### src/rtl/telnet_option_negotiator_top_macros.svh
// Assertion macros for the telnet option negotiator RTL
`ifndef TELNET_OPTION_NEGOTIATOR_TOP_MACROS_SVH
`define TELNET_OPTION_NEGOTIATOR_TOP_MACROS_SVH
`ifndef ASSERT_OFF
`define TONO_ASSERT(lbl, prop) \
    lbl: assert property (@(posedge i_clk) disable iff (!i_rst_n) prop) \
        else $error("assertion failed");
`define TONO_ASSERT_NR(lbl, prop) \
    lbl: assert property (@(posedge i_clk) prop) else $error("assertion failed");
`else
`define TONO_ASSERT(lbl, prop)
`define TONO_ASSERT_NR(lbl, prop)
`endif
`endif

### src/rtl/tono_pkg.sv
// Shared types and constants of the telnet option negotiator
package tono_pkg;

    localparam int NUM_OPTIONS_DEF = 32;

    localparam int APB_ADDR_W = 3;
    localparam int APB_DATA_W = 32;
    localparam logic REG_ACCEPT_MASK_IDX = 1'b0;
    localparam logic [31:0] ACCEPT_MASK_RST = 32'd9;

    localparam logic [1:0] OP_RECV  = 2'd0;
    localparam logic [1:0] OP_XMIT  = 2'd1;
    localparam logic [1:0] OP_OFFER = 2'd2;

    localparam logic CH_HOST = 1'b0;
    localparam logic CH_LINK = 1'b1;

    localparam logic [7:0] B_IAC  = 8'd255;
    localparam logic [7:0] B_DONT = 8'd254;
    localparam logic [7:0] B_DO   = 8'd253;
    localparam logic [7:0] B_WONT = 8'd252;
    localparam logic [7:0] B_WILL = 8'd251;
    localparam logic [7:0] B_SB   = 8'd250;
    localparam logic [7:0] B_SE   = 8'd240;
    localparam logic [7:0] B_CR   = 8'd13;
    localparam logic [7:0] B_LF   = 8'd10;
    localparam logic [7:0] B_NUL  = 8'd0;

    typedef struct packed {
        logic [1:0]      count;
        logic            channel;
        logic [2:0][7:0] bytes;
    } t_result;

endpackage

### src/rtl/tono_in_if.sv
// Input item channel of the telnet option negotiator
interface tono_in_if;
    logic       valid;
    logic       ready;
    logic [1:0] op;
    logic [7:0] data_byte;
    logic       suppress_data;
    logic [4:0] option_index;

    modport source (output valid, op, data_byte, suppress_data, option_index, input ready);
    modport sink (input valid, op, data_byte, suppress_data, option_index, output ready);
endinterface

### src/rtl/tono_out_if.sv
// Result byte channel of the telnet option negotiator
interface tono_out_if;
    logic       valid;
    logic       ready;
    logic       channel;
    logic [7:0] out_byte;
    logic       last;

    modport source (output valid, channel, out_byte, last, input ready);
    modport sink (input valid, channel, out_byte, last, output ready);
endinterface

### src/rtl/telnet_option_negotiator_top.sv
// Telnet option negotiator top level
// Input channel i_in_chan carries one transaction per item: op (0 byte from
// the link, 1 byte to transmit, 2 offer option), data_byte, suppress_data and
// option_index. Output channel o_out_chan carries one result byte per
// transaction, tagged with channel (0 host, 1 link) and last on the final
// byte of an item. An APB port holds the accept mask at byte address 0.
// An item is processed in the cycle it is accepted; its first result byte is
// presented on the next cycle. An item that yields more than one byte holds
// the output register until its last byte is taken, so throughput is one
// item per cycle for items with at most one result byte while the
// receiver is ready; the three-entry result register is the limiting unit.
// The next item is accepted in the cycle the last byte of the previous one
// is taken. If the receiver stalls, the current byte holds and input ready
// stays low until the final byte of the item is taken.
// Synchronous reset empties the result register, returns the parser to data
// mode, clears the pending CR and option maps (wanted keeps options 0 and 3)
// and loads the accept mask with 9.
module telnet_option_negotiator_top #(
    parameter int NUM_OPTIONS = tono_pkg::NUM_OPTIONS_DEF
) (
    input  logic                            i_clk,
    input  logic                            i_rst_n,
    tono_in_if.sink                         i_in_chan,
    tono_out_if.source                      o_out_chan,
    input  logic                            psel,
    input  logic                            penable,
    input  logic                            pwrite,
    input  logic [tono_pkg::APB_ADDR_W-1:0] paddr,
    input  logic [tono_pkg::APB_DATA_W-1:0] pwdata,
    output logic [tono_pkg::APB_DATA_W-1:0] prdata,
    output logic                            pready
);
    logic              w_ready;
    logic              w_fire;
    logic [31:0]       w_accept_mask;
    tono_pkg::t_result w_result;

    assign i_in_chan.ready = w_ready;
    assign w_fire          = i_in_chan.valid && w_ready;

    tono_cfg u_cfg (
        .i_clk         (i_clk),
        .i_rst_n       (i_rst_n),
        .psel          (psel),
        .penable       (penable),
        .pwrite        (pwrite),
        .paddr         (paddr),
        .pwdata        (pwdata),
        .prdata        (prdata),
        .pready        (pready),
        .o_accept_mask (w_accept_mask)
    );

    tono_engine #(
        .NUM_OPTIONS (NUM_OPTIONS)
    ) u_engine (
        .i_clk           (i_clk),
        .i_rst_n         (i_rst_n),
        .i_fire          (w_fire),
        .i_op            (i_in_chan.op),
        .i_data_byte     (i_in_chan.data_byte),
        .i_suppress_data (i_in_chan.suppress_data),
        .i_option_index  (i_in_chan.option_index),
        .i_accept_mask   (w_accept_mask),
        .o_result        (w_result)
    );

    tono_outq u_outq (
        .i_clk    (i_clk),
        .i_rst_n  (i_rst_n),
        .i_load   (w_fire),
        .i_result (w_result),
        .o_ready  (w_ready),
        .o_chan   (o_out_chan)
    );
endmodule

### src/rtl/tono_cfg.sv
// APB register block holding the option accept mask
module tono_cfg (
    input  logic                                 i_clk,
    input  logic                                 i_rst_n,
    input  logic                                 psel,
    input  logic                                 penable,
    input  logic                                 pwrite,
    input  logic [tono_pkg::APB_ADDR_W-1:0]      paddr,
    input  logic [tono_pkg::APB_DATA_W-1:0]      pwdata,
    output logic [tono_pkg::APB_DATA_W-1:0]      prdata,
    output logic                                 pready,
    output logic [31:0]                          o_accept_mask
);
    logic        w_word;
    logic [31:0] r_accept_mask;

    assign w_word        = paddr[tono_pkg::APB_ADDR_W-1];
    assign pready        = 1'b1;
    assign o_accept_mask = r_accept_mask;
    assign prdata        = (w_word == tono_pkg::REG_ACCEPT_MASK_IDX) ? r_accept_mask : '0;

    always_ff @(posedge i_clk) begin
        if (!i_rst_n) begin
            r_accept_mask <= tono_pkg::ACCEPT_MASK_RST;
        end else if (psel && penable && pwrite && pready
                     && w_word == tono_pkg::REG_ACCEPT_MASK_IDX) begin
            r_accept_mask <= pwdata;
        end
    end
endmodule

### src/rtl/tono_engine.sv
// IAC parser, transmit stuffing and option state, one item per cycle while i_fire is high
module tono_engine #(
    parameter int NUM_OPTIONS = tono_pkg::NUM_OPTIONS_DEF
) (
    input  logic              i_clk,
    input  logic              i_rst_n,
    input  logic              i_fire,
    input  logic [1:0]        i_op,
    input  logic [7:0]        i_data_byte,
    input  logic              i_suppress_data,
    input  logic [4:0]        i_option_index,
    input  logic [31:0]       i_accept_mask,
    output tono_pkg::t_result o_result
);
    localparam int IDX_W = $clog2(NUM_OPTIONS);
    localparam logic [8:0] NUM_OPT_W = 9'(NUM_OPTIONS);
    localparam logic [NUM_OPTIONS-1:0] WANT_RST = {{(NUM_OPTIONS-4){1'b0}}, 4'b1001};

    typedef enum logic [2:0] {P_DATA, P_IAC, P_WILL, P_WONT, P_DO, P_DONT, P_SKIP} t_pmode;

    t_pmode                 r_mode, n_mode;
    logic                   r_cr, n_cr;
    logic [NUM_OPTIONS-1:0] r_wanted, n_wanted;
    logic [NUM_OPTIONS-1:0] r_tried, n_tried;
    logic [NUM_OPTIONS-1:0] r_offered, n_offered;
    logic [NUM_OPTIONS-1:0] r_agreed, n_agreed;

    logic             w_hb, w_hbo, w_acc, w_pos, w_t, w_w, w_o, w_a, w_reply, w_nul;
    logic [IDX_W-1:0] w_ix, w_ixo;
    logic [7:0]       w_cmd, w_b;

    assign w_b   = i_data_byte;
    assign w_hb  = {1'b0, w_b} < NUM_OPT_W;
    assign w_ix  = w_b[IDX_W-1:0];
    assign w_hbo = {4'b0, i_option_index} < NUM_OPT_W;
    assign w_ixo = IDX_W'(i_option_index);
    assign w_acc = (w_b < 8'd32) && i_accept_mask[w_b[4:0]];
    assign w_nul = r_cr && (w_b != tono_pkg::B_LF);

    always_comb begin
        unique case (r_mode)
            P_WILL:  w_cmd = w_acc ? tono_pkg::B_DO : tono_pkg::B_DONT;
            P_WONT:  w_cmd = tono_pkg::B_DONT;
            P_DO:    w_cmd = w_acc ? tono_pkg::B_WILL : tono_pkg::B_WONT;
            default: w_cmd = tono_pkg::B_WONT;
        endcase
    end

    assign w_pos   = (w_cmd == tono_pkg::B_DO) || (w_cmd == tono_pkg::B_WILL);
    assign w_t     = w_hb && r_tried[w_ix];
    assign w_w     = w_hb && r_wanted[w_ix];
    assign w_o     = w_hb && w_pos;
    assign w_a     = (w_t && (w_w == w_o)) ? w_o : (w_hb && r_agreed[w_ix]);
    assign w_reply = (w_a != w_o) || !w_t;

    always_comb begin
        n_mode    = r_mode;
        n_cr      = r_cr;
        n_wanted  = r_wanted;
        n_tried   = r_tried;
        n_offered = r_offered;
        n_agreed  = r_agreed;
        o_result  = '0;
        case (i_op)
            tono_pkg::OP_RECV: begin
                o_result.channel = tono_pkg::CH_HOST;
                n_mode           = P_DATA;
                unique case (r_mode)
                    P_IAC: begin
                        if (w_b == tono_pkg::B_IAC) begin
                            if (!i_suppress_data) begin
                                o_result.count    = 2'd1;
                                o_result.bytes[0] = w_b;
                            end
                        end else if (w_b == tono_pkg::B_WILL) begin
                            n_mode = P_WILL;
                        end else if (w_b == tono_pkg::B_WONT) begin
                            n_mode = P_WONT;
                        end else if (w_b == tono_pkg::B_DO) begin
                            n_mode = P_DO;
                        end else if (w_b == tono_pkg::B_DONT) begin
                            n_mode = P_DONT;
                        end else if (w_b == tono_pkg::B_SB || w_b == tono_pkg::B_SE) begin
                            n_mode = P_SKIP;
                        end
                    end
                    P_WILL, P_WONT, P_DO, P_DONT: begin
                        if (w_hb) begin
                            n_offered[w_ix] = w_pos;
                            if (w_t && (w_w == w_o)) begin
                                n_agreed[w_ix] = w_o;
                            end
                            if (w_reply) begin
                                n_tried[w_ix]  = 1'b1;
                                n_wanted[w_ix] = w_pos;
                            end
                        end
                        if (w_reply) begin
                            o_result.channel  = tono_pkg::CH_LINK;
                            o_result.count    = 2'd3;
                            o_result.bytes[0] = tono_pkg::B_IAC;
                            o_result.bytes[1] = w_cmd;
                            o_result.bytes[2] = w_b;
                        end
                    end
                    P_SKIP: begin
                        n_mode = P_DATA;
                    end
                    default: begin
                        if (w_b == tono_pkg::B_IAC) begin
                            n_mode = P_IAC;
                        end else if (!i_suppress_data) begin
                            o_result.count    = 2'd1;
                            o_result.bytes[0] = w_b;
                        end
                    end
                endcase
            end
            tono_pkg::OP_XMIT: begin
                o_result.channel = tono_pkg::CH_LINK;
                n_cr             = (w_b == tono_pkg::B_CR);
                if (w_nul) begin
                    o_result.bytes[0] = tono_pkg::B_NUL;
                    o_result.bytes[1] = w_b;
                    o_result.bytes[2] = tono_pkg::B_IAC;
                    o_result.count    = (w_b == tono_pkg::B_IAC) ? 2'd3 : 2'd2;
                end else begin
                    o_result.bytes[0] = w_b;
                    o_result.bytes[1] = tono_pkg::B_IAC;
                    o_result.count    = (w_b == tono_pkg::B_IAC) ? 2'd2 : 2'd1;
                end
            end
            tono_pkg::OP_OFFER: begin
                o_result.channel = tono_pkg::CH_LINK;
                if (w_hbo && r_wanted[w_ixo] && !r_tried[w_ixo]) begin
                    n_tried[w_ixo]    = 1'b1;
                    o_result.count    = 2'd3;
                    o_result.bytes[0] = tono_pkg::B_IAC;
                    o_result.bytes[1] = tono_pkg::B_WILL;
                    o_result.bytes[2] = {3'b0, i_option_index};
                end
            end
            default: begin
                o_result.count = 2'd0;
            end
        endcase
    end

    always_ff @(posedge i_clk) begin
        if (!i_rst_n) begin
            r_mode    <= P_DATA;
            r_cr      <= 1'b0;
            r_wanted  <= WANT_RST;
            r_tried   <= '0;
            r_offered <= '0;
            r_agreed  <= '0;
        end else if (i_fire) begin
            r_mode    <= n_mode;
            r_cr      <= n_cr;
            r_wanted  <= n_wanted;
            r_tried   <= n_tried;
            r_offered <= n_offered;
            r_agreed  <= n_agreed;
        end
    end
endmodule

### src/rtl/tono_outq.sv
// Result register that hands out up to three bytes of one item in turn
`include "telnet_option_negotiator_top_macros.svh"
module tono_outq (
    input  logic              i_clk,
    input  logic              i_rst_n,
    input  logic              i_load,
    input  tono_pkg::t_result i_result,
    output logic              o_ready,
    tono_out_if.source        o_chan
);
    logic [2:0][7:0] r_bytes;
    logic            r_chan;
    logic [1:0]      r_rem;
    logic [1:0]      r_pos;

    assign o_chan.valid    = (r_rem != 2'd0);
    assign o_chan.channel  = r_chan;
    assign o_chan.out_byte = r_bytes[r_pos];
    assign o_chan.last     = (r_rem == 2'd1);
    assign o_ready         = (r_rem == 2'd0) || ((r_rem == 2'd1) && o_chan.ready);

    always_ff @(posedge i_clk) begin
        if (!i_rst_n) begin
            r_rem <= 2'd0;
            r_pos <= 2'd0;
        end else if (i_load) begin
            r_rem <= i_result.count;
            r_pos <= 2'd0;
        end else if (o_chan.valid && o_chan.ready) begin
            r_rem <= r_rem - 2'd1;
            r_pos <= r_pos + 2'd1;
        end
    end

    always_ff @(posedge i_clk) begin
        if (i_load) begin
            r_bytes <= i_result.bytes;
            r_chan  <= i_result.channel;
        end
    end

    `TONO_ASSERT(a_pos_in_range, o_chan.valid |-> ((3'(r_pos) + 3'(r_rem)) <= 3'd3))
    `TONO_ASSERT(a_no_accept_busy, (r_rem > 2'd1) |-> !o_ready)
    `TONO_ASSERT(a_load_fresh, (i_load && i_result.count != 2'd0) |=> (r_pos == 2'd0 && o_chan.valid))
    `TONO_ASSERT_NR(a_reset_empty, !i_rst_n |=> !o_chan.valid)
endmodule

### src/flat_wrapper.sv
// flat-port wrapper written by rule: the top's interface ports become plain ports
module telnet_option_negotiator_top_flat 
#(
    parameter int NUM_OPTIONS = tono_pkg::NUM_OPTIONS_DEF
)
  (i_clk, i_rst_n, psel, penable, pwrite, paddr, pwdata, prdata, pready, i_in_chan_valid, i_in_chan_op, i_in_chan_data_byte, i_in_chan_suppress_data, i_in_chan_option_index, i_in_chan_ready, o_out_chan_valid, o_out_chan_channel, o_out_chan_out_byte, o_out_chan_last, o_out_chan_ready);
  tono_in_if i_in_chan_i ();
  tono_out_if o_out_chan_i ();
  input  logic i_clk;
  input  logic i_rst_n;
  input  logic psel;
  input  logic penable;
  input  logic pwrite;
  input  logic [tono_pkg::APB_ADDR_W-1:0] paddr;
  input  logic [tono_pkg::APB_DATA_W-1:0] pwdata;
  output logic [tono_pkg::APB_DATA_W-1:0] prdata;
  output logic pready;
  input wire logic [$bits(i_in_chan_i.valid)-1:0] i_in_chan_valid;
  input wire logic [$bits(i_in_chan_i.op)-1:0] i_in_chan_op;
  input wire logic [$bits(i_in_chan_i.data_byte)-1:0] i_in_chan_data_byte;
  input wire logic [$bits(i_in_chan_i.suppress_data)-1:0] i_in_chan_suppress_data;
  input wire logic [$bits(i_in_chan_i.option_index)-1:0] i_in_chan_option_index;
  output wire logic [$bits(i_in_chan_i.ready)-1:0] i_in_chan_ready;
  output wire logic [$bits(o_out_chan_i.valid)-1:0] o_out_chan_valid;
  output wire logic [$bits(o_out_chan_i.channel)-1:0] o_out_chan_channel;
  output wire logic [$bits(o_out_chan_i.out_byte)-1:0] o_out_chan_out_byte;
  output wire logic [$bits(o_out_chan_i.last)-1:0] o_out_chan_last;
  input wire logic [$bits(o_out_chan_i.ready)-1:0] o_out_chan_ready;
  assign i_in_chan_i.valid = i_in_chan_valid;
  assign i_in_chan_i.op = i_in_chan_op;
  assign i_in_chan_i.data_byte = i_in_chan_data_byte;
  assign i_in_chan_i.suppress_data = i_in_chan_suppress_data;
  assign i_in_chan_i.option_index = i_in_chan_option_index;
  assign i_in_chan_ready = i_in_chan_i.ready;
  assign o_out_chan_valid = o_out_chan_i.valid;
  assign o_out_chan_channel = o_out_chan_i.channel;
  assign o_out_chan_out_byte = o_out_chan_i.out_byte;
  assign o_out_chan_last = o_out_chan_i.last;
  assign o_out_chan_i.ready = o_out_chan_ready;
  telnet_option_negotiator_top #(.NUM_OPTIONS(NUM_OPTIONS)) u_core (.i_clk(i_clk), .i_rst_n(i_rst_n), .i_in_chan(i_in_chan_i), .o_out_chan(o_out_chan_i), .psel(psel), .penable(penable), .pwrite(pwrite), .paddr(paddr), .pwdata(pwdata), .prdata(prdata), .pready(pready));
endmodule
### config.mk
export PLATFORM = sky130hd
export DESIGN_NAME = telnet_option_negotiator_top_flat
export DESIGN_NICKNAME = d
export VERILOG_FILES = /design/src/rtl/tono_pkg.sv /design/src/rtl/tono_in_if.sv /design/src/rtl/tono_out_if.sv /design/src/rtl/telnet_option_negotiator_top.sv /design/src/rtl/tono_cfg.sv /design/src/rtl/tono_engine.sv /design/src/rtl/tono_outq.sv /design/src/flat_wrapper.sv
export VERILOG_INCLUDE_DIRS = /design/src /design/src/rtl
export SDC_FILE = /design/constraint.sdc
export NUM_CORES = 1
export LEC_CHECK = 0
export ABC_AREA = 1
export BUFFER_PORTS_ARGS = -buffer_cell sky130_fd_sc_hd__clkbuf_2
export CAP_MARGIN = 20
export CORE_ASPECT_RATIO = 1.75
export CORE_MARGIN = 3
export CORE_UTILIZATION = 54
export CTS_BUF_LIST = sky130_fd_sc_hd__clkbuf_16
export DETAILED_ROUTE_END_ITERATION = 10
export GPL_ROUTABILITY_DRIVEN = 0
export HOLD_SLACK_MARGIN = 0.06
export PLACE_DENSITY = 0.77
export SLEW_MARGIN = 20
export SYNTH_ARGS = -nofsm -noshare
export SYNTH_HDL_FRONTEND = slang
export SYNTH_SLANG_ARGS = --single-unit
### constraint.sdc
create_clock -name i_clk -period 2.5 [get_ports i_clk]
set_clock_uncertainty 0.1 [all_clocks]
set_input_delay 0.5 -clock i_clk [delete_from_list [all_inputs] [get_ports i_clk]]
set_output_delay 0.5 -clock i_clk [all_outputs]
set_load 0.02 [all_outputs]
==> results.py, run 1 <==
metrics = {
    "worst_setup_path": {
        "slowest_delay_ns": 0.25,
        "r2r_end": "u_core.u_engine.r_agreed[16]",
        "slowest_stage": "nand4_1",
        "path_max_fanout": 8,
        "startpoint_type": "input port",
        "end_kind": "flop",
        "reg2reg_depth": 13,
        "cp-startpoint": "i_in_chan_data_byte[0]",
        "critPathMostFrequentCell": "nand2_1",
        "rrSetupSlack_ns": 0.10,
        "reg2reg_from": "u_core.u_outq.r_rem[0]",
        "worstPathRequired_ns": 2.71,
        "worstSetupPathType": "input port to flop",
        "worstPathCellList": "buf_12 -> clkbuf_16 -> nand2_2 -> inv_2 -> nand2_1 -> nand2_1 -> nor2_1 -> nor2_1 -> nor2_1 -> nand2_1 -> nand2_2 -> inv_1 -> nand2_1 -> nand4_1 -> buf_4 -> clkbuf_16 -> nor3_4 -> nor3_2",
        "cp-endpoint": "u_core.u_engine.r_agreed[16]",
        "worstPathArrival_ns": 2.76,
    },
    "clocking": {
        "cts_buffer_depth": 2,
        "cts_made_buffers": 17,
        "root_buffer": "clkbuf_16",
        "insertion_delay_ns": 0.43,
        "cts.clk_slew.worst_paths_ns": 0.06,
        "htreeDepth": 4,
        "cts_tree": "done",
        "clock-sinks": 161,
        "ctsHoldBuffers": 0,
    },
    "yosys": {
        "synth_warnings": 0,
        "synth_top_area_frac": 0.295,
        "yosys.area.top_type": "dfxtp_1",
        "ys_seq_area_frac": 0.376,
        "ys_ff_latch": 161,
        "avgSynthCellArea_sq_um": 6.62,
        "synth.area.top_cells": "dfxtp_1, nand2_1, a21oi_1, edfxtp_1, nor2_1",
        "synth_cells": 1395,
        "netlist-cell-type-count": 41,
        "syn_nets": 1460,
        "syn-cell-area_sq_um": 9240,
    },
    "die": {
        "rows": 62,
        "die_area_sq_um": 18800,
        "pin_count": 103,
        "fp.dieW_um": 105,
        "core_area_sq_um": 16600,
        "die_h_um": 179,
        "initial_utilization": 0.556,
    },
    "sta": {
        "relSlewSlack": 0.566,
        "min_period_over_period": 1.02,
        "rsz0062_at_grt": "true",
        "max_freq_ghz": 0.392,
        "finalMaxSlewViolations": 0,
        "hold_viol": 0,
        "tns_ns": -0.0874,
        "setup_slack_ns": -0.0485,
        "worstMarginPinSlew_ns": 0.650,
        "setup_viol": 6,
        "layout_min_cycle_time_ns": 2.55,
    },
    "layout": {
        "diodes": 0,
        "drive_gt1_frac": 0.242,
        "finalNonFillerCells": 1816,
        "layout.nets": 1644,
        "stdcell_area_sq_um": 12100,
        "area_growth_pct": 30.8,
    },
    "placed_design": {
        "hpwl_um": 22500,
        "io_buffers": 99,
        "dpl_cell_area_sq_um": 10800,
        "dp_cells": 1761,
        "dp_slack_ns": -0.421,
    },
    "grt": {
        "grt_pass1_vias": 10061,
        "grt_pass1_wl_um": 48000,
        "grt_use_total": 0.321,
        "antenna_found_initial": 0,
        "grt_start_max_net_pins": 69,
        "grt-ovfl-total": 0,
    },
    "hold_path": {
        "hp-class": "input port to flop",
    },
    "detailed_routing": {
        "drt-total-wl_um": 32900,
        "firstDrtPassIters": 7,
        "avgRoutedWirePerCell_um": 18.1,
        "drc": 0,
        "drt-initial-drc-count": 1108,
        "antenna_left": 0,
        "vias": 10919,
        "viasPerCell": 6.01,
    },
    "outcome": {
        "status": "finished with violations",
        "violations": "negative setup slack",
    },
    "run": {
        "cap_violations": 0,
    },
    "pwr": {
        "power.density_nw_per_um2": 583,
        "peakVddDrop_mv": 0.451,
        "p_leak_nw": 4.95,
    },
}
==> synthesized netlist by cell type, drive strengths merged <==
library cell and count:
a22oi 23, a21oi 157, and3 1, o21ai 95
clkbuf 46, nor2 162, o31ai 8, edfxtp 25
o22ai 49, o211ai 10, nor4 2, nand2 290
o221ai 7, xnor2 1, o2111ai 1, clkinv 2
a211oi 2, buf 40, inv 167, ha 7
nand4 10, conb 1, o311ai 2, a31oi 22
or2 5, nor3 74, dfxtp 136, nand3 49
a221oi 1
==> critical path: cells and delay by family <==
family | cells | cell delay [ns]
AND/OR/NAND/NOR | 12 | 1.39
buffers and inverters | 6 | 0.85
==> sequential cells by signal, indices dropped and copies added (netlist names) <==
| signal | count |
|---|---|
| u_core.u_engine.r_tried | 32 |
| u_core.u_engine.r_mode | 3 |
| u_core.u_outq.r_rem | 2 |
| u_core.u_outq.r_pos | 2 |
| u_core.u_engine.r_agreed | 32 |
| u_core.u_outq.o_chan.channel | 1 |
| u_core.u_engine.r_cr | 1 |
| u_core.u_cfg.o_accept_mask | 32 |
| u_core.u_engine.r_wanted | 32 |
| u_core.u_outq.r_bytes | 24 |
==> per-layer routing <==
metal / GRT usage / part of all wire / vias up
met2: 0.569 / 0.49 / 690
met4: 0.279 / 0.095 / 0
met3: 0.0580 / 0.083 / 238
met1: 0.320 / 0.34 / 4943
li1: - / - / 5048
met5: 0 / 0 / -
==> how the worst min path moves through the flow <==
| stage | start | end | slack (ns) | depth (start not counted) |
|---|---|---|---|---|
| 2_1_floorplan | u_core.u_engine.r_cr | u_core.u_engine.r_cr | 0.34 | 2 |
| 3_3_place_gp | u_core.u_engine.r_cr | u_core.u_engine.r_cr | 0.35 | 2 |
| 3_5_place_dp | u_core.u_cfg.o_accept_mask[4] | u_core.u_cfg.o_accept_mask[4] | 0.36 | 2 |
| 4_1_cts | pwdata[3] | u_core.u_cfg.o_accept_mask[3] | 0.19 | 3 |
| 5_1_grt | pwdata[3] | u_core.u_cfg.o_accept_mask[3] | 0.21 | 3 |
| 6_report | pwdata[3] | u_core.u_cfg.o_accept_mask[3] | 0.19 | 3 |
==> power by group <==
part	switching, mW	internal, mW
clock network	1.11	1.67
logic	0.892	0.487
registers	0.0625	2.83
total	2.06	4.98
==> logic make-up (layout without fill, tap and decap cells) <==
group,count (synthesis),after routing,share of synthesized area
compound gates,377,377,0.230
xor+xnor,1,1,0.000949
fa+ha+maj,7,7,0.00948
buf+inv,255,452,0.114
flops,161,161,0.376
other cells,1,1,0.000406
simple gates,593,593,0.269
==> cells in the final DEF, fill, tap and decap left out, types with 4 or more instances in the layout <==
cell type | netlist | final
nand2_1 | 285 | 266
inv_1 | 155 | 155
a21oi_1 | 156 | 154
dfxtp_1 | 136 | 136
nor2_1 | 158 | 129
buf_4 | 11 | 120
clkbuf_2 | 0 | 97
nor3_1 | 74 | 65
o21ai_0 | 72 | 50
nand3_1 | 48 | 47
o22ai_1 | 49 | 42
o21ai_1 | 23 | 40
nor2_2 | 2 | 31
clkbuf_16 | 0 | 26
edfxtp_1 | 25 | 25
a22oi_1 | 23 | 23
a31oi_1 | 22 | 22
nand2_2 | 4 | 21
buf_12 | 0 | 21
inv_2 | 12 | 11
o211ai_1 | 10 | 10
nand4_1 | 9 | 9
o31ai_1 | 8 | 8
o22ai_2 | 0 | 7
o221ai_1 | 7 | 7
ha_1 | 7 | 7
inv_4 | 0 | 6
nor3_2 | 0 | 6
o21ai_2 | 0 | 5
or2_2 | 5 | 5
bufinv_16 | 0 | 4
==> cell type report <==
cell class / count / area, sq um
clock inverters: 15 / 191
clock buffers: 17 / 425
multi-input cells: 979 / 4990
fillers: 1303 / 4520
well taps: 224 / 280
repair inverters: 1 / 6.26
flip-flops and latches: 161 / 3470
inverters: 169 / 649
repair buffers: 250 / 2070
==> what timing repair did <==
item / 4_1_cts / 5_1_grt
resized for setup: 2 / 122
endpoints found under the setup margin: 1 / 115
setup buffers: 0 / 13
pin swaps: 0 / 30
gates cloned: 0 / 10
==> stage by stage <==
step	util	hold WS (ns)	total power, mW
final	0.728	0.188	7.05
after global routing	0.728	0.215	7.27
after CTS	0.686	0.187	6.94
after detailed placement	0.649	0.362	4.22
after global placement	0.649	0.349	4.19
after floorplan	-	0.338	3.71
Power figures use the tool's default switching activity.
==> run 2, diff against run 1 <==
- CORE_UTILIZATION: 54 -> 35
- PLACE_DENSITY: 0.77 -> default
==> run 2 against run 1 <==
Effect of this change: the run now ends clean; maximum frequency is 4.9% higher; flip-flop and latch count unchanged; via count decreased by 7.2%; sequential share of layout area increased by 0.53 points; largest cell class unchanged.
==> results.py, run 2 (synthesized netlist as in run 1, its figures left out) <==
metrics = {
    "outcome": {
        "status": "finished, final reports clean",
    },
    "layout": {
        "layout.nets": 1633,
        "area_growth_pct": 28.4,
        "fin_util": 0.457,
        "multi_input_area_sq_um": 4850,
        "layout_commonest_cell": "nand2_1",
        "mostFrequentLayoutCells": "nand2_1, inv_1, a21oi_1",
        "finalNonFillerCells": 1901,
        "fillers": 2680,
        "drive_gt1_frac": 0.209,
        "regArea_sq_um": 3470,
        "diodes": 0,
    },
    "sta": {
        "hold_viol": 0,
        "setup_slack_ns": 0.0710,
        "worstMarginPinSlew_ns": 0.747,
        "finalMaxSlewViolations": 0,
        "setup_viol": 0,
        "rsz0062_at_grt": "false",
        "max_freq_ghz": 0.412,
        "layout_min_cycle_time_ns": 2.43,
        "relSlewSlack": 0.502,
        "min_period_over_period": 0.972,
    },
    "placed_design": {
        "io_buffers": 99,
        "hpwl_um": 24200,
        "dp_slack_ns": -0.448,
        "dp_cells": 1861,
    },
    "die": {
        "rows": 78,
        "core_area_sq_um": 26000,
        "initial_utilization": 0.356,
        "pin_count": 103,
        "fp.dieW_um": 129,
        "die_area_sq_um": 28400,
        "die_h_um": 221,
    },
    "detailed_routing": {
        "drc": 0,
        "vias": 10129,
        "drt-initial-drc-count": 771,
        "firstDrtPassIters": 6,
        "drt-total-wl_um": 32900,
        "antenna_left": 0,
        "avgRoutedWirePerCell_um": 17.3,
        "viasPerCell": 5.33,
    },
    "grt": {
        "grt_pass1_vias": 9495,
        "antenna_found_initial": 0,
        "grt_use_total": 0.222,
        "grt_pass1_wl_um": 49800,
        "grt-ovfl-total": 0,
        "grt_start_max_net_pins": 68,
    },
    "clocking": {
        "htreeDepth": 4,
        "cts_made_buffers": 17,
        "clock-sinks": 161,
        "ctsHoldBuffers": 0,
        "root_buffer": "clkbuf_16",
        "insertion_delay_ns": 0.45,
        "cts_tree": "done",
        "cts_buffer_depth": 2,
        "cts.clk_slew.worst_paths_ns": 0.07,
    },
    "hold_path": {
        "hp-class": "input port to flop",
    },
    "worst_setup_path": {
        "worstPathArrival_ns": 2.66,
        "worstPathRequired_ns": 2.73,
        "startpoint_type": "input port",
        "path_max_fanout": 8,
        "worstSetupPathType": "input port to flop",
        "end_kind": "flop",
    },
    "pwr": {
        "seq_power_share": 0.413,
        "p_leak_nw": 4.86,
        "power.total_mw": 6.98,
        "power_frac_clock": 0.397,
        "pwr-share-comb": 0.190,
        "power.density_nw_per_um2": 589,
        "intPower_mw": 4.95,
        "power_switching_mw": 2.04,
        "peakVddDrop_mv": 0.528,
        "switching_share": 0.292,
    },
    "run": {
        "cap_violations": 0,
    },
}
-- run 2: cell type report --
cell class	count	area share
flip-flops and latches	161	0.293
repair buffers	240	0.158
clock buffers	17	0.0359
multi-input cells	979	0.409
inverters	169	0.0539
clock inverters	15	0.0160
well taps	320	0.0338
-- run 2: repair_timing --
action	4_1_cts	5_1_grt
resized for setup	0	61
setup buffers	0	4
setup endpoints to repair	0	89
-- run 2: final timing paths --
path | start | end | slack [ns] | depth (start not counted)
max | i_in_chan_data_byte[1] | u_core.u_engine.r_wanted[5] | 0.07 | 15
min | pwdata[0] | u_core.u_cfg.o_accept_mask[0] | 0.17 | 3
max reg2reg | u_core.u_outq.r_rem[0] | u_core.u_engine.r_agreed[2] | 0.17 | 13
min reg2reg | u_core.u_cfg.o_accept_mask[17] | u_core.u_cfg.o_accept_mask[17] | 0.37 | 2
-- run 2: worst max-delay path, cell delays in order --
cell       delay (ns)
clkbuf_2         0.13
buf_4            0.16
nor2_4           0.14
inv_2            0.12
o22ai_1          0.22
o21ai_0          0.14
nand4_1          0.20
nand2_1          0.08
nand2_1          0.17
nand3_4          0.17
nand2_8          0.16
clkbuf_16        0.19
nor2_1           0.06
o21ai_0          0.17
a21oi_1          0.06
-- run 2: metal layers --
layer / wire [um] / GRT usage / vias to the layer above
met3: 1880 / 0.0401 / 111
met1: 12200 / 0.242 / 4575
met5: 0 / 0 / -
met4: 2230 / 0.130 / 0
li1: - / - / 5018
met2: 16600 / 0.391 / 425
-- run 2: power groups by stage --
stage | combinational, mW | clock (mW) | sequential, mW
finish | 1.33 | 2.77 | 2.88
global placement | 1.28 | 0 | 2.94
global route | 1.45 | 2.92 | 2.90
floorplan | 0.780 | 0 | 2.93
CTS | 1.30 | 2.82 | 2.89
detailed placement | 1.30 | 0 | 2.94
-- run 2: per-stage QoR --
| step | setup TNS (ns) | hold WS, ns | instance area (sq um) |
|---|---|---|---|
| 6_report | 0 | 0.171 | 11900 |
| 3_5_place_dp | -37.50 | 0.363 | 10900 |
| 5_1_grt | 0 | 0.177 | 11900 |
| 4_1_cts | 0 | 0.158 | 11600 |
| 3_3_place_gp | -34.28 | 0.349 | 10900 |
| 2_1_floorplan | 0 | 0.338 | 9240 |
==> run 3, diff against run 2 <==
- SETUP_SLACK_MARGIN: default -> 0.1
- TNS_END_PERCENT: default -> 1
- clock period: 2.5 -> 2.6 ns (I/O delays scaled with it)
==> run 3 against run 2 <==
Effect of this change: clock-buffer cell count increased by 1; core utilization fell by 0.29 points; register-to-register slack better by 0.11 ns; first-iteration DRC count fell by 12%; die area is the same; highest routed layer unchanged.
==> results.py, run 3 (synthesized netlist as in run 1, its figures left out) <==
metrics = {
    "outcome": {
        "status": "finished, final reports clean",
    },
    "sta": {
        "max_freq_ghz": 0.409,
        "tns_ns": 0,
        "whs_ns": 0.192,
        "setup_viol": 0,
        "relSlewSlack": 0.564,
        "setup_slack_ns": 0.156,
        "worstMarginPinSlew_ns": 0.654,
        "min_period_over_period": 0.940,
        "layout_min_cycle_time_ns": 2.44,
        "finalMaxSlewViolations": 0,
        "rsz0062_at_grt": "true",
        "hold_viol": 0,
    },
    "die": {
        "rows": 78,
        "die_area_sq_um": 28400,
        "initial_utilization": 0.356,
        "die_h_um": 221,
        "core_area_sq_um": 26000,
        "fp.dieW_um": 129,
        "pin_count": 103,
    },
    "worst_setup_path": {
        "path_max_fanout": 11,
        "slowest_delay_ns": 0.21,
        "crit_buf_inv": 9,
        "critPathMostFrequentCell": "nand2_1",
        "rrSetupSlack_ns": 0.28,
        "end_kind": "flop",
        "worstPathRequired_ns": 2.82,
        "slowest_stage": "buf_4",
        "worstPathArrival_ns": 2.67,
        "worstSetupPathType": "input port to flop",
        "worstPathCellList": "clkbuf_2 -> inv_2 -> buf_4 -> buf_4 -> nand2_1 -> nand2_1 -> nand2_1 -> nand2_1 -> o21ai_2 -> nand2_2 -> nand2_4 -> buf_4 -> inv_2 -> nand2_1 -> nand4_1 -> buf_6 -> buf_12 -> buf_12 -> nor3_1 -> nor3_1",
        "startpoint_type": "input port",
        "crit_family": "buffers and inverters",
    },
    "layout": {
        "diodes": 0,
        "area_growth_pct": 27.6,
        "mostFrequentLayoutCells": "nand2_1, inv_1, a21oi_1",
        "layout.nets": 1637,
        "fillers": 2780,
        "drive_gt1_frac": 0.215,
        "layout_commonest_cell": "nand2_1",
    },
    "clocking": {
        "htreeDepth": 4,
        "cts_made_buffers": 17,
        "root_buffer": "clkbuf_16",
        "insertion_delay_ns": 0.45,
        "cts_tree": "done",
        "cts.clk_slew.worst_paths_ns": 0.06,
        "cts_buffer_depth": 2,
        "clock-sinks": 161,
    },
    "placed_design": {
        "io_buffers": 99,
        "dp_slack_ns": -0.368,
        "hpwl_um": 23800,
    },
    "detailed_routing": {
        "vias": 10080,
        "drt-initial-drc-count": 675,
        "drc": 0,
        "avgRoutedWirePerCell_um": 17.1,
        "firstDrtPassIters": 9,
        "antenna_left": 0,
        "drt-total-wl_um": 32500,
        "viasPerCell": 5.30,
    },
    "grt": {
        "antenna_found_initial": 0,
        "grt-ovfl-total": 0,
        "grt_start_max_net_pins": 69,
        "grt_use_total": 0.221,
        "grt_pass1_wl_um": 49500,
        "grt_pass1_vias": 9585,
    },
    "pwr": {
        "power.total_mw": 6.48,
        "peakVddDrop_mv": 0.511,
        "power.density_nw_per_um2": 550,
        "p_leak_nw": 4.81,
    },
    "hold_path": {
        "hp-class": "input port to flop",
    },
    "run": {
        "cap_violations": 0,
    },
}
[run 3: changes by cell type in the layout (fill, tap and decap cells not counted), moves of 3 or more]
cell / delta
clkinv_4: -3
o21ai_0: +4
nor2_1: +3
o21ai_1: -5
inv_4: -3
nor2_4: -6
buf_6: -5
nor2_2: +3
nand2_1: +3
nor3_1: -19
buf_4: +11
nor3_2: +19
[run 3: where the power goes]
| group | internal, mW | total [mW] | switching (mW) | leakage, nW |
|---|---|---|---|---|
| combinational | 0.442 | 1.28 | 0.839 | 3.18 |
| sequential | 2.72 | 2.77 | 0.0493 | 1.34 |
| clock | 1.43 | 2.43 | 1.00 | 0.280 |
| total | 4.59 | 6.48 | 1.89 | 4.81 |
[run 3: timing repair]
item / 4_1_cts / 5_1_grt
setup endpoints to repair: 3 / 118
buffers inserted: 0 / 4
hold buffers: 0 / 0
gates resized for setup: 1 / 47
pin swaps: 0 / 9
cloned: 0 / 2
[run 3: worst register-to-register path: cells and delay by family, from the launching register on]
kind / cells / cell delay [ns]
buffers and inverters: 6 / 0.71
and+or+nand+nor: 8 / 0.99
DFF: 1 / 0.42
[run 3: worst paths after layout]
kind	from	cells past startpoint	end
max	i_in_chan_data_byte[1]	20	u_core.u_engine.r_agreed[13]
min	pwdata[0]	3	u_core.u_cfg.o_accept_mask[0]
max reg2reg	u_core.u_engine.r_mode[2]	14	u_core.u_engine.r_agreed[25]
min reg2reg	u_core.u_engine.r_cr	2	u_core.u_engine.r_cr
[run 3: metal layers]
metal,track usage,vias up,part of all wire
met4,0.136,0,0.062
met5,0,-,0
li1,-,5033,-
met3,0.0374,109,0.058
met1,0.240,4518,0.37
met2,0.391,420,0.51
[run 3: area by class of cell]
cell class,instances,area (sq um),share of cell area
inverter,169,639,0.0543
sequential,161,3470,0.295
multi-input combinational,979,4880,0.414
clock buffer,18,450,0.0382
clock inverter,10,97.6,0.00828
tap,320,400,0.0340
timing repair buffer,244,1850,0.157
[run 3: through the flow]
| step | instances | instance area, sq um | util |
|---|---|---|---|
| global route | 1901 | 11800 | 0.454 |
| global placement | 1867 | 11000 | 0.423 |
| detailed placement | 1867 | 11000 | 0.423 |
| CTS | 1895 | 11500 | 0.444 |
| finish | 1901 | 11800 | 0.454 |
| floorplan | 1395 | 9240 | - |
